### src/rtl/tleb_pkg.sv
// ----------------------------------------------------------------------------
// tleb_pkg
// shared types, constants and pointer helpers for the line-edit buffer
// ----------------------------------------------------------------------------
package tleb_pkg;

    localparam int BUF_DEPTH  = 64;
    localparam int PTR_W      = $clog2(BUF_DEPTH);
    localparam int CNT_W      = $clog2(BUF_DEPTH + 1);
    localparam int CHAR_W     = 7;
    localparam int KIND_W     = 2;
    localparam int TAB_SPACES = 4;
    localparam int TAB_W      = $clog2(TAB_SPACES);

    typedef logic [PTR_W-1:0]  ptr_t;
    typedef logic [CNT_W-1:0]  cnt_t;
    typedef logic [CHAR_W-1:0] char_t;
    typedef logic [KIND_W-1:0] kind_t;
    typedef logic [TAB_W-1:0]  tab_t;

    localparam kind_t KIND_ECHO  = 2'd0;
    localparam kind_t KIND_ERASE = 2'd1;
    localparam kind_t KIND_LINE  = 2'd2;
    localparam kind_t KIND_NONE  = 2'd3;

    localparam char_t CODE_BS    = 7'd8;
    localparam char_t CODE_TAB   = 7'd9;
    localparam char_t CODE_NL    = 7'd10;
    localparam char_t CODE_CR    = 7'd13;
    localparam char_t CODE_SPACE = 7'd32;
    localparam char_t PRINT_LOW  = 7'd32;
    localparam char_t PRINT_HIGH = 7'd126;

    localparam cnt_t DEPTH_CNT   = CNT_W'(BUF_DEPTH);
    localparam cnt_t PRINT_LIMIT = CNT_W'(BUF_DEPTH - 1);
    localparam cnt_t TAB_LIMIT   = CNT_W'(BUF_DEPTH - TAB_SPACES);
    localparam tab_t TAB_LAST    = TAB_W'(TAB_SPACES - 1);
    localparam ptr_t PTR_LAST    = PTR_W'(BUF_DEPTH - 1);

    // controller to datapath
    typedef struct packed {
        logic load_in;
        logic push;
        logic rd_en;
        logic rd_tail;
        logic bs_pop;
        logic ln_pop;
        logic emit_none;
    } cmd_t;

    // datapath to controller
    typedef struct packed {
        logic cmd_read;
        logic push_ok;
        logic bs_ok;
        logic nl_any;
        logic push_last;
        logic rd_is_nl;
        logic out_free;
        logic fill_ok;
        logic nl_ok;
    } status_t;

    function automatic ptr_t ptr_inc(input ptr_t p);
        return (p == PTR_LAST) ? '0 : p + 1'b1;
    endfunction

    function automatic ptr_t ptr_dec(input ptr_t p);
        return (p == '0) ? PTR_LAST : p - 1'b1;
    endfunction

endpackage

### src/rtl/terminal_line_edit_buffer_unit.sv
// ----------------------------------------------------------------------------
// terminal_line_edit_buffer_unit
// line-edit ring buffer for terminal keys with echo and line read results
// ----------------------------------------------------------------------------
//   channel  dir  handshake           payload
//   s_       in   s_valid / s_ready   s_cmd, s_key_char
//   m_       out  m_valid / m_ready   m_kind, m_char_out, m_last
//
// keystroke: latched, then decoded, then one echo per cycle while m_ is free (tab gives four)
// backspace: decode, then the registered ring read of the newest slot, then the erase
// line read: each delivered character is a registered ring read, then its emit,
// so the next is read only after the previous is emitted; no line ready gives a NONE result
// aresetn clears pointers, counts and the result valid flag; ring contents
// and result payload are not; a stalled m_ stage holds the sequencer at the next result
// ----------------------------------------------------------------------------
module terminal_line_edit_buffer_unit (
    input  logic            aclk,
    input  logic            aresetn,
    input  logic            s_valid,
    output logic            s_ready,
    input  logic            s_cmd,
    input  tleb_pkg::char_t s_key_char,
    output logic            m_valid,
    input  logic            m_ready,
    output tleb_pkg::kind_t m_kind,
    output tleb_pkg::char_t m_char_out,
    output logic            m_last
);
    import tleb_pkg::*;

    cmd_t    cmd;
    status_t st;

    tleb_ctrl u_ctrl (
        .aclk    (aclk),
        .aresetn (aresetn),
        .s_valid (s_valid),
        .s_ready (s_ready),
        .st      (st),
        .cmd     (cmd)
    );

    tleb_datapath u_datapath (
        .aclk       (aclk),
        .aresetn    (aresetn),
        .s_cmd      (s_cmd),
        .s_key_char (s_key_char),
        .cmd        (cmd),
        .st         (st),
        .m_valid    (m_valid),
        .m_ready    (m_ready),
        .m_kind     (m_kind),
        .m_char_out (m_char_out),
        .m_last     (m_last)
    );

`ifndef SYNTHESIS
    a_busy_after_transfer: assert property (@(posedge aclk) disable iff (!aresetn)
        s_valid && s_ready |=> !s_ready)
        else $error("input taken while item in progress");

    a_fill_bound: assert property (@(posedge aclk) disable iff (!aresetn)
        st.fill_ok && st.nl_ok)
        else $error("fill or newline count out of range");

    a_line_ends_nl: assert property (@(posedge aclk) disable iff (!aresetn)
        m_valid && m_kind == KIND_LINE && m_last |-> m_char_out == CODE_NL)
        else $error("line closed without newline");

    a_none_zero: assert property (@(posedge aclk) disable iff (!aresetn)
        m_valid && (m_kind == KIND_NONE || m_kind == KIND_ERASE)
        |-> m_char_out == '0 && m_last)
        else $error("bad erase or no-line result");
`endif

endmodule

### src/rtl/tleb_datapath.sv
// ----------------------------------------------------------------------------
// tleb_datapath
// character ring, pointers, newline count and the result register
// ----------------------------------------------------------------------------
module tleb_datapath (
    input  logic              aclk,
    input  logic              aresetn,
    input  logic              s_cmd,
    input  tleb_pkg::char_t   s_key_char,
    input  tleb_pkg::cmd_t    cmd,
    output tleb_pkg::status_t st,
    output logic              m_valid,
    input  logic              m_ready,
    output tleb_pkg::kind_t   m_kind,
    output tleb_pkg::char_t   m_char_out,
    output logic              m_last
);
    import tleb_pkg::*;

    char_t mem [BUF_DEPTH];

    logic  cmd_reg;
    char_t key_reg;
    char_t rd_data_reg;
    ptr_t  head_reg, head_next;
    ptr_t  tail_reg, tail_next;
    cnt_t  fill_reg, fill_next;
    cnt_t  nl_reg, nl_next;
    tab_t  tab_reg, tab_next;
    logic  m_valid_reg, m_valid_next;
    kind_t m_kind_reg, m_kind_next;
    char_t m_char_reg, m_char_next;
    logic  m_last_reg, m_last_next;

    logic  is_cr, is_print, is_bs, is_tab, emit;
    char_t push_char;
    ptr_t  rd_addr;

    always_comb begin
        is_cr    = (key_reg == CODE_CR);
        is_bs    = (key_reg == CODE_BS);
        is_tab   = (key_reg == CODE_TAB);
        is_print = key_reg inside {[PRINT_LOW:PRINT_HIGH]};
        push_char = is_cr ? CODE_NL : (is_tab ? CODE_SPACE : key_reg);
        rd_addr  = cmd.rd_tail ? ptr_dec(tail_reg) : head_reg;
    end

    always_comb begin
        st.cmd_read  = cmd_reg;
        st.push_ok   = (is_cr && fill_reg < DEPTH_CNT)
                     || (is_print && fill_reg < PRINT_LIMIT)
                     || (is_tab && fill_reg < TAB_LIMIT);
        st.bs_ok     = is_bs && (fill_reg != '0);
        st.nl_any    = (nl_reg != '0);
        st.push_last = !is_tab || (tab_reg == TAB_LAST);
        st.rd_is_nl  = (rd_data_reg == CODE_NL);
        st.out_free  = !m_valid_reg || m_ready;
        st.fill_ok   = (fill_reg <= DEPTH_CNT);
        st.nl_ok     = (nl_reg <= fill_reg);
    end

    always_comb begin
        head_next    = head_reg;
        tail_next    = tail_reg;
        fill_next    = fill_reg;
        nl_next      = nl_reg;
        tab_next     = tab_reg;
        m_valid_next = m_valid_reg && !m_ready;
        m_kind_next  = m_kind_reg;
        m_char_next  = m_char_reg;
        m_last_next  = m_last_reg;
        emit         = cmd.push || cmd.bs_pop || cmd.ln_pop || cmd.emit_none;

        if (cmd.load_in) begin
            tab_next = '0;
        end
        if (cmd.push) begin
            tail_next   = ptr_inc(tail_reg);
            fill_next   = fill_reg + 1'b1;
            m_kind_next = KIND_ECHO;
            m_char_next = push_char;
            m_last_next = st.push_last;
            if (is_cr) begin
                nl_next = nl_reg + 1'b1;
            end
            if (is_tab) begin
                tab_next = tab_reg + 1'b1;
            end
        end
        if (cmd.bs_pop) begin
            tail_next   = ptr_dec(tail_reg);
            fill_next   = fill_reg - 1'b1;
            m_kind_next = KIND_ERASE;
            m_char_next = '0;
            m_last_next = 1'b1;
            if (st.rd_is_nl) begin
                nl_next = nl_reg - 1'b1;
            end
        end
        if (cmd.ln_pop) begin
            head_next   = ptr_inc(head_reg);
            fill_next   = fill_reg - 1'b1;
            m_kind_next = KIND_LINE;
            m_char_next = rd_data_reg;
            m_last_next = st.rd_is_nl;
            if (st.rd_is_nl) begin
                nl_next = nl_reg - 1'b1;
            end
        end
        if (cmd.emit_none) begin
            m_kind_next = KIND_NONE;
            m_char_next = '0;
            m_last_next = 1'b1;
        end
        if (emit) begin
            m_valid_next = 1'b1;
        end
    end

    always_ff @(posedge aclk) begin
        if (!aresetn) begin
            head_reg    <= '0;
            tail_reg    <= '0;
            fill_reg    <= '0;
            nl_reg      <= '0;
            tab_reg     <= '0;
            m_valid_reg <= 1'b0;
        end else begin
            head_reg    <= head_next;
            tail_reg    <= tail_next;
            fill_reg    <= fill_next;
            nl_reg      <= nl_next;
            tab_reg     <= tab_next;
            m_valid_reg <= m_valid_next;
        end
    end

    // payload, memory and read port
    always_ff @(posedge aclk) begin
        if (cmd.load_in) begin
            cmd_reg <= s_cmd;
            key_reg <= s_key_char;
        end
        if (cmd.push) begin
            mem[tail_reg] <= push_char;
        end
        if (cmd.rd_en) begin
            rd_data_reg <= mem[rd_addr];
        end
        m_kind_reg <= m_kind_next;
        m_char_reg <= m_char_next;
        m_last_reg <= m_last_next;
    end

    assign m_valid    = m_valid_reg;
    assign m_kind     = m_kind_reg;
    assign m_char_out = m_char_reg;
    assign m_last     = m_last_reg;

endmodule

### src/rtl/tleb_ctrl.sv
// ----------------------------------------------------------------------------
// tleb_ctrl
// sequencer for keystroke, backspace and line read handling
// ----------------------------------------------------------------------------
module tleb_ctrl (
    input  logic              aclk,
    input  logic              aresetn,
    input  logic              s_valid,
    output logic              s_ready,
    input  tleb_pkg::status_t st,
    output tleb_pkg::cmd_t    cmd
);
    import tleb_pkg::*;

    typedef enum logic [2:0] {
        ST_IDLE,
        ST_DECODE,
        ST_PUSH,
        ST_BS_READ,
        ST_BS_EMIT,
        ST_LN_READ,
        ST_LN_EMIT,
        ST_NONE_EMIT
    } state_t;

    state_t state_reg, state_next;

    always_comb begin
        state_next = state_reg;
        cmd        = '0;
        s_ready    = 1'b0;
        case (state_reg)
            ST_IDLE: begin
                s_ready     = 1'b1;
                cmd.load_in = s_valid;
                if (s_valid) begin
                    state_next = ST_DECODE;
                end
            end
            ST_DECODE: begin
                if (st.cmd_read) begin
                    state_next = st.nl_any ? ST_LN_READ : ST_NONE_EMIT;
                end else if (st.push_ok) begin
                    state_next = ST_PUSH;
                end else if (st.bs_ok) begin
                    state_next = ST_BS_READ;
                end else begin
                    state_next = ST_IDLE;
                end
            end
            ST_PUSH: begin
                if (st.out_free) begin
                    cmd.push = 1'b1;
                    if (st.push_last) begin
                        state_next = ST_IDLE;
                    end
                end
            end
            ST_BS_READ: begin
                cmd.rd_en   = 1'b1;
                cmd.rd_tail = 1'b1;
                state_next  = ST_BS_EMIT;
            end
            ST_BS_EMIT: begin
                if (st.out_free) begin
                    cmd.bs_pop = 1'b1;
                    state_next = ST_IDLE;
                end
            end
            ST_LN_READ: begin
                cmd.rd_en  = 1'b1;
                state_next = ST_LN_EMIT;
            end
            ST_LN_EMIT: begin
                if (st.out_free) begin
                    cmd.ln_pop = 1'b1;
                    state_next = st.rd_is_nl ? ST_IDLE : ST_LN_READ;
                end
            end
            ST_NONE_EMIT: begin
                if (st.out_free) begin
                    cmd.emit_none = 1'b1;
                    state_next    = ST_IDLE;
                end
            end
            default: begin
                state_next = ST_IDLE;
            end
        endcase
    end

    always_ff @(posedge aclk) begin
        if (!aresetn) begin
            state_reg <= ST_IDLE;
        end else begin
            state_reg <= state_next;
        end
    end

endmodule

### config.mk
export PLATFORM = sky130hd
export DESIGN_NAME = terminal_line_edit_buffer_unit
export DESIGN_NICKNAME = d
export VERILOG_FILES = /design/src/rtl/tleb_pkg.sv /design/src/rtl/terminal_line_edit_buffer_unit.sv /design/src/rtl/tleb_datapath.sv /design/src/rtl/tleb_ctrl.sv
export SDC_FILE = /design/constraint.sdc
export NUM_CORES = 1
export LEC_CHECK = 0
export BUFFER_PORTS_ARGS = -buffer_cell sky130_fd_sc_hd__buf_2
export CAP_MARGIN = 10
export CORE_UTILIZATION = 58
export CTS_CLUSTER_SIZE = 25
export DETAILED_ROUTE_END_ITERATION = 10
export PLACE_DENSITY = 0.74
export SYNTH_ARGS = -nofsm -noshare
export SYNTH_HDL_FRONTEND = slang
export SYNTH_SLANG_ARGS = --single-unit
### constraint.sdc
create_clock -name aclk -period 7 [get_ports aclk]
set_clock_uncertainty 0.1 [all_clocks]
set_input_delay 0.35 -clock aclk [delete_from_list [all_inputs] [get_ports aclk]]
set_output_delay 0.35 -clock aclk [all_outputs]
set_load 0.005 [all_outputs]
==> After elaboration in Yosys (flattened, before gate mapping) <==
Memories as Yosys holds them, arrays and structs flattened. A register that Yosys moved wholly into a read port is not among the register bits.
Index checks and enable logic that the tools add are counted.
{ "totals": {"word_cells": 124, "output_inout_bits": 12, "input_bits": 12, "n_memories": 1, "reg_bits": 50, "ram_bits": 448} }
{ "mem_list": {"columns": ["memory", "words", "word_bits", "rd", "rd_ports_with_merged_regs", "write_ports", "line", "source"], "rows": [
  ["u_datapath.mem", 64, 7, 1, 1, 1, "tleb_datapath.sv:20", "char_t mem [BUF_DEPTH];"]
]} }
{ "classes": {"n_mux": 52, "addsub": 8, "magnitude_cmp": 5, "n_eq_ne": 19, "reduce_logical": 26} }
{ "op_table": {"columns": ["operator", "n"], "rows": [
  ["7-bit 2-to-1 mux", 14],
  ["6-bit 2-to-1 mux", 6],
  ["7-bit by 4-bit == test with 1-bit output (second input constant)", 4],
  ["3-bit 2-to-1 mux", 8],
  ["3-bit one-hot mux with 7 select lines", 1],
  ["1-bit 2-to-1 mux", 16],
  ["7-bit by 1-bit adder with 7-bit output (second input constant)", 2],
  ["7-bit by 6-bit < comparator with 1-bit output (second input constant)", 2],
  ["2-bit 2-to-1 mux", 7],
  ["7-bit nonzero test", 2],
  ["7-bit by 1-bit subtractor with 7-bit output (second input constant)", 2],
  ["6-bit by 1-bit adder with 6-bit output (second input constant)", 2],
  ["3-bit == test (second input constant)", 4],
  ["6-bit == test (second input constant)", 2],
  ["2-bit != test (second input constant)", 4],
  ["7-bit by 6-bit >= comparator with 1-bit output (second input constant)", 1],
  ["7-bit <= comparator (second input constant)", 1],
  ["1-bit logical OR", 7],
  ["7-bit < comparator (second input constant)", 1],
  ["3-bit by 2-bit == test with 1-bit output (second input constant)", 2],
  ["1-bit logical AND", 6],
  ["6-bit logical NOT", 1],
  ["2-bit OR reduction", 3],
  ["6-bit by 1-bit subtractor with 6-bit output (second input constant)", 1],
  ["9 further kinds", 11]
]} }

==> Longest topological paths before layout <==
{ "depth": {"word_depth": 9, "mapped_depth": 12, "mapped_depth_nobuf": 9} }

==> By module <==
Synthesis repeated with hierarchy kept, for this count alone.
{ "hier_totals": {"cells_unflattened": 1442, "area_unflattened_um2": 21056.4} }
{ "modules_own_cells": {"columns": ["module", "instances", "seq_area_each_um2", "cells_per_inst", "area_per_inst_um2"], "rows": [
  ["tleb_datapath", 1, 14684.1, 1392, 20719.9],
  ["tleb_ctrl", 1, 60.1, 50, 336.6]
]} }

==> Worst setup path after synthesis <==
No wires, ideal clock.
{ "synth_path": {"kind": "reg2reg", "start": "register u_datapath.key_reg[6]", "end": "memory u_datapath.mem[0][3] (netlist name), data pin", "required_ns": 6.168, "path_slack_ns": 2.913, "setup_time_ns": 0.732, "path_stages_with_launch": 4, "path_buffers": 0, "t_arrival_ns": 3.255, "period_less_slack_ns": 4.087, "cell_sequence": "edfxtp_1 nor4_1 nor2b_1 a21boi_0"} }
{ "synth_via": {"elab_chain_cells": 3, "word_cells_on_any_way": 4, "classes_between": "eq/ne (2); mux (2)"} }
{ "synth_rtl": {"columns": ["item", "line", "source"], "rows": [
  ["start: declaration", "tleb_datapath.sv:23", "char_t key_reg;"],
  ["start signal: assignment", "tleb_datapath.sv:142", "key_reg <= s_key_char;"],
  ["7-bit by 4-bit == test with 1-bit output", "tleb_datapath.sv:42", "is_tab = (key_reg == CODE_TAB);"],
  ["7-bit 2-to-1 mux", "tleb_datapath.sv:44", "push_char = is_cr ? CODE_NL : (is_tab ? CODE_SPACE : key_reg);"],
  ["7-bit 2-to-1 mux *", "tleb_datapath.sv:44", null],
  ["net u_datapath.push_char[3]", "tleb_datapath.sv:36", "char_t push_char;"],
  ["end: declaration", "tleb_datapath.sv:20", null]
]} }
The timed path passes the listed nets; every way through them passes the cells marked *.

==> Final worst setup path <==
{ "layout_path": {"start": "register u_ctrl.state_reg[1]", "end": "register u_datapath.rd_data_reg[2] (read register of u_datapath.mem), data pin"} }
{ "layout_via": {"elab_chain_cells": 3, "word_cells_on_any_way": 6, "classes_between": "eq/ne (2); mux (3); reduce/logical (1)"} }
{ "layout_rtl": {"columns": ["item", "line", "source"], "rows": [
  ["start: declaration", "tleb_ctrl.sv:26", "state_t state_reg, state_next;"],
  ["start signal: assignment", "tleb_ctrl.sv:96", "state_reg <= state_next;"],
  ["3-bit by 2-bit == test with 1-bit output / 3-bit == test (equally long branches)", "tleb_ctrl.sv:32", "case (state_reg)"],
  ["1-bit 2-to-1 mux / 2-bit OR reduction (equally long branches)", null, null],
  ["6-bit 2-to-1 mux / 1-bit 2-to-1 mux (equally long branches)", "tleb_datapath.sv:45, tleb_ctrl.sv:32", null],
  ["end: declaration", "tleb_datapath.sv:24", "char_t rd_data_reg;"]
]} }
Several ways; a longest one is shown, not always the timed one.
A chain may end at the register's enable or synchronous reset.

==> impl_metrics.ini <==
[cts]
clk-insertion-delay-late_ns = 0.59
path_clk_slew_ns = 0.06
cts_hold_buf = 8
cts_tree = yes
cts_buffer_depth = 3
cts_resized = 0
post_cts_buffers = 0
h-tree-depth = 2
cts_made_buffers = 51
cts.sinks = 505
root_buffer = clkbuf_16

[layout]
final_cell_mix = edfxtp_1, nand2_1, mux2i_1
layout_commonest_cell = edfxtp_1
largest-register = u_datapath.mem
drive_gt1_share_pct = 8.32
n_antenna_cell = 0
area_growth_pct = 9.94
largest_reg_flops = 448
nNetsFinal = 1557

[timing]
setup_viol_count_final = 0
worst_slack_ns = 2.79
worstMarginPinSlew_ns = 1.28
slew_violations = 0
rsz0062_at_grt = false
slew_headroom_pct = 14.1
hold_violations = 0
max_freq_ghz = 0.237
fin_tns_setup_ns = 0
period_needed_ns = 4.21
fin_crit_sh_pct = 60.2

[global_route]
grt_usage_pct = 28.4
grt_pass1_wl_um = 75900
antenna_found_initial = 0
grt_pass1_vias = 12400
grt_max_degree = 164
grt_overflow = 0

[floorplan]
row_count = 69
die-area_sq_um = 36700
core_area_sq_um = 35500
start_util_pct = 58.7
fp.dieW_um = 191
ios = 24
die_h_um = 191

[power]
clkPwrFrac_pct = 33.6
cellLeakagePower_nw = 7.40
p_comb_share_pct = 19.0
p_seq_share_pct = 47.4
p_switching_w = 0.00231
p_int_w = 0.00548
swShare_pct = 29.6
peakVddDrop_mv = 0.288
p_per_area_nw_per_um2 = 340

[min_path]
hold_end = u_datapath.tab_reg[1]$_SDFF_PN0_
whs_path_depth = 4
min_from = s_valid
hold_class = in2reg

[critical_path]
ff2ff_path_depth = 8
crit_type = reg2reg
path_max_fanout = 85
worstPathRequired_ns = 7.33
r2r_start = u_ctrl.state_reg[1]$_SDFFE_PN0P_
rr_endpoint = u_datapath.rd_data_reg[2]$_DFFE_PP_
cp-start-kind = flip-flop
worstPathArrival_ns = 4.54
endpoint_kind = flip-flop
r2r_slack_ns = 2.79

[placement]
post-place-ws_ns = 2.94
dpl.hpwl_um = 29900
place.gp.congestion = 0.909
numPortBuffers = 23

[detailed_routing]
dr.pass1.iters = 6
vias = 13100
viasPerCell = 6.44
drt_iter0_markers = 1730
drc_errors = 0
ant_nets = 0
drt_wl_total_um = 51200
routedWlPerCell_um = 25.1

[synthesis]
async_reset_ff_share_pct = 0
synth_edf_count = 463
syn_area_sq_um = 20800
synth_top_family_by_area = simple AND/OR/NAND/NOR gates
ys.warnings.count = 0
synth_cell_type_count = 63
yosysSeqAreaShare_pct = 70.8
syn-mean-instance-area_sq_um = 13.6
synthMuxAreaShare_pct = 4.62
synthCells = 1533
synth_compound_area_share_pct = 9.26
synth_ff_type = edfxtp_1
synthXorXnorAreaFrac_pct = 0.799
ys_seq_elements = 505
syn_nets = 1554
synthAdderAreaFrac_pct = 0.541
yosys.area_share.simple_pct = 11.6

[status]
status = finished, final reports clean

[job]
cap_violations = 0
metal layers:
layer | part of all wire [%] | wire length [um] | up-vias | global-route usage (%)
met4 | 3.8 | 1930 | 0 | 11.1
met3 | 11 | 5420 | 117 | 7.64
met2 | 46 | 23700 | 766 | 43.3
li1 | - | - | 5813 | -
met5 | 0 | 0 | - | 0
met1 | 39 | 20100 | 6415 | 38.9
power by group through the flow:
stage               clock, W  sequential [W]  combinational, W
finish               0.00261         0.00370           0.00148
CTS                  0.00264         0.00369           0.00145
global route         0.00275         0.00371           0.00158
global placement           0         0.00375           0.00141
detailed placement         0         0.00375           0.00144
floorplan                  0         0.00369           0.00101
cells in the mapped netlist (4+ instances only):
master,n,area share [%]
nor3_1,9,0.22
nor2b_1,6,0.18
a22oi_1,4,0.14
clkbuf_1,37,0.67
nor2_1,88,1.6
or3_1,7,0.21
mux2i_1,95,4.6
dfxtp_1,42,4.0
o21ai_0,32,0.77
ha_1,9,0.54
buf_4,8,0.29
a21oi_1,18,0.43
nand4_1,20,0.60
xor2_1,9,0.38
inv_1,14,0.25
nand2_1,322,5.8
o2111a_1,21,1.1
a211oi_2,5,0.30
a21boi_0,7,0.25
a32oi_1,76,3.2
buf_2,43,1.0
edfxtp_1,463,67
buf_1,4,0.072
a31oi_1,30,0.90
nand2b_1,7,0.21
xnor2_1,10,0.42
nand3_1,39,0.94
and2_1,23,0.69
a32o_1,9,0.43
a2111oi_1,6,0.29
and3_1,17,0.51
or4_1,5,0.18
o31ai_1,4,0.14
o22ai_1,4,0.12
final cells by class:
type | instances | area, sq um
fillers | 2566 | 12600
repair buffers | 44 | 305
flip-flops and latches | 505 | 14700
inverters | 14 | 52.6
multi-input cells | 920 | 5620
clock buffers | 59 | 1310
well taps | 461 | 577
clock inverters | 33 | 287
worst max-delay path: stages, from the launching register on:
cell and delay [ns]:
dfxtp_1 0.65, and3b_1 0.57, mux2_4 0.92, buf_4 0.61
nand2_1 0.13, a32o_1 0.28, a2111oi_1 0.37, a31oi_1 0.12
nand4_1 0.20
cell families (layout without fill, tap and decap cells):
kind of cell             Yosys count  in the layout
AO/OA/AOI/OAI                    241            241
XOR/XNOR                          19             19
adder cells (fa/ha/maj)            9              9
buffers and inverters            108            150
flip-flops                       505            505
multiplexers                      96             96
AND/OR/NAND/NOR                  555            555
how the worst max path moves through the flow:
stage / end / cells after the start / from / slack, ns
2_1_floorplan: u_datapath.mem[0][3]$_DFFE_PP_ / 3 / u_datapath.key_reg[6]$_DFFE_PP_ / 2.91
3_3_place_gp: u_datapath.rd_data_reg[6]$_DFFE_PP_ / 8 / u_ctrl.state_reg[1]$_SDFFE_PN0P_ / 3.10
3_5_place_dp: u_datapath.rd_data_reg[2]$_DFFE_PP_ / 10 / u_datapath.tail_reg[0]$_SDFFE_PN0P_ / 2.94
4_1_cts: u_datapath.rd_data_reg[6]$_DFFE_PP_ / 10 / u_datapath.tail_reg[0]$_SDFFE_PN0P_ / 2.92
5_1_grt: u_datapath.rd_data_reg[2]$_DFFE_PP_ / 8 / u_ctrl.state_reg[1]$_SDFFE_PN0P_ / 2.59
6_report: u_datapath.rd_data_reg[2]$_DFFE_PP_ / 8 / u_ctrl.state_reg[1]$_SDFFE_PN0P_ / 2.79
metrics by stage:
stage	hold slack, ns	util (%)	cell area, sq um	instances	total power (W)
2_1_floorplan	0.349	-	20800	1533	0.00470
3_3_place_gp	0.348	59.8	21200	1936	0.00516
3_5_place_dp	0.361	59.8	21200	1936	0.00520
4_1_cts	0.0786	64.5	22900	2036	0.00778
5_1_grt	0.131	64.5	22900	2036	0.00804
6_report	0.106	64.5	22900	2036	0.00779
(Power assumes the default switching activity.)
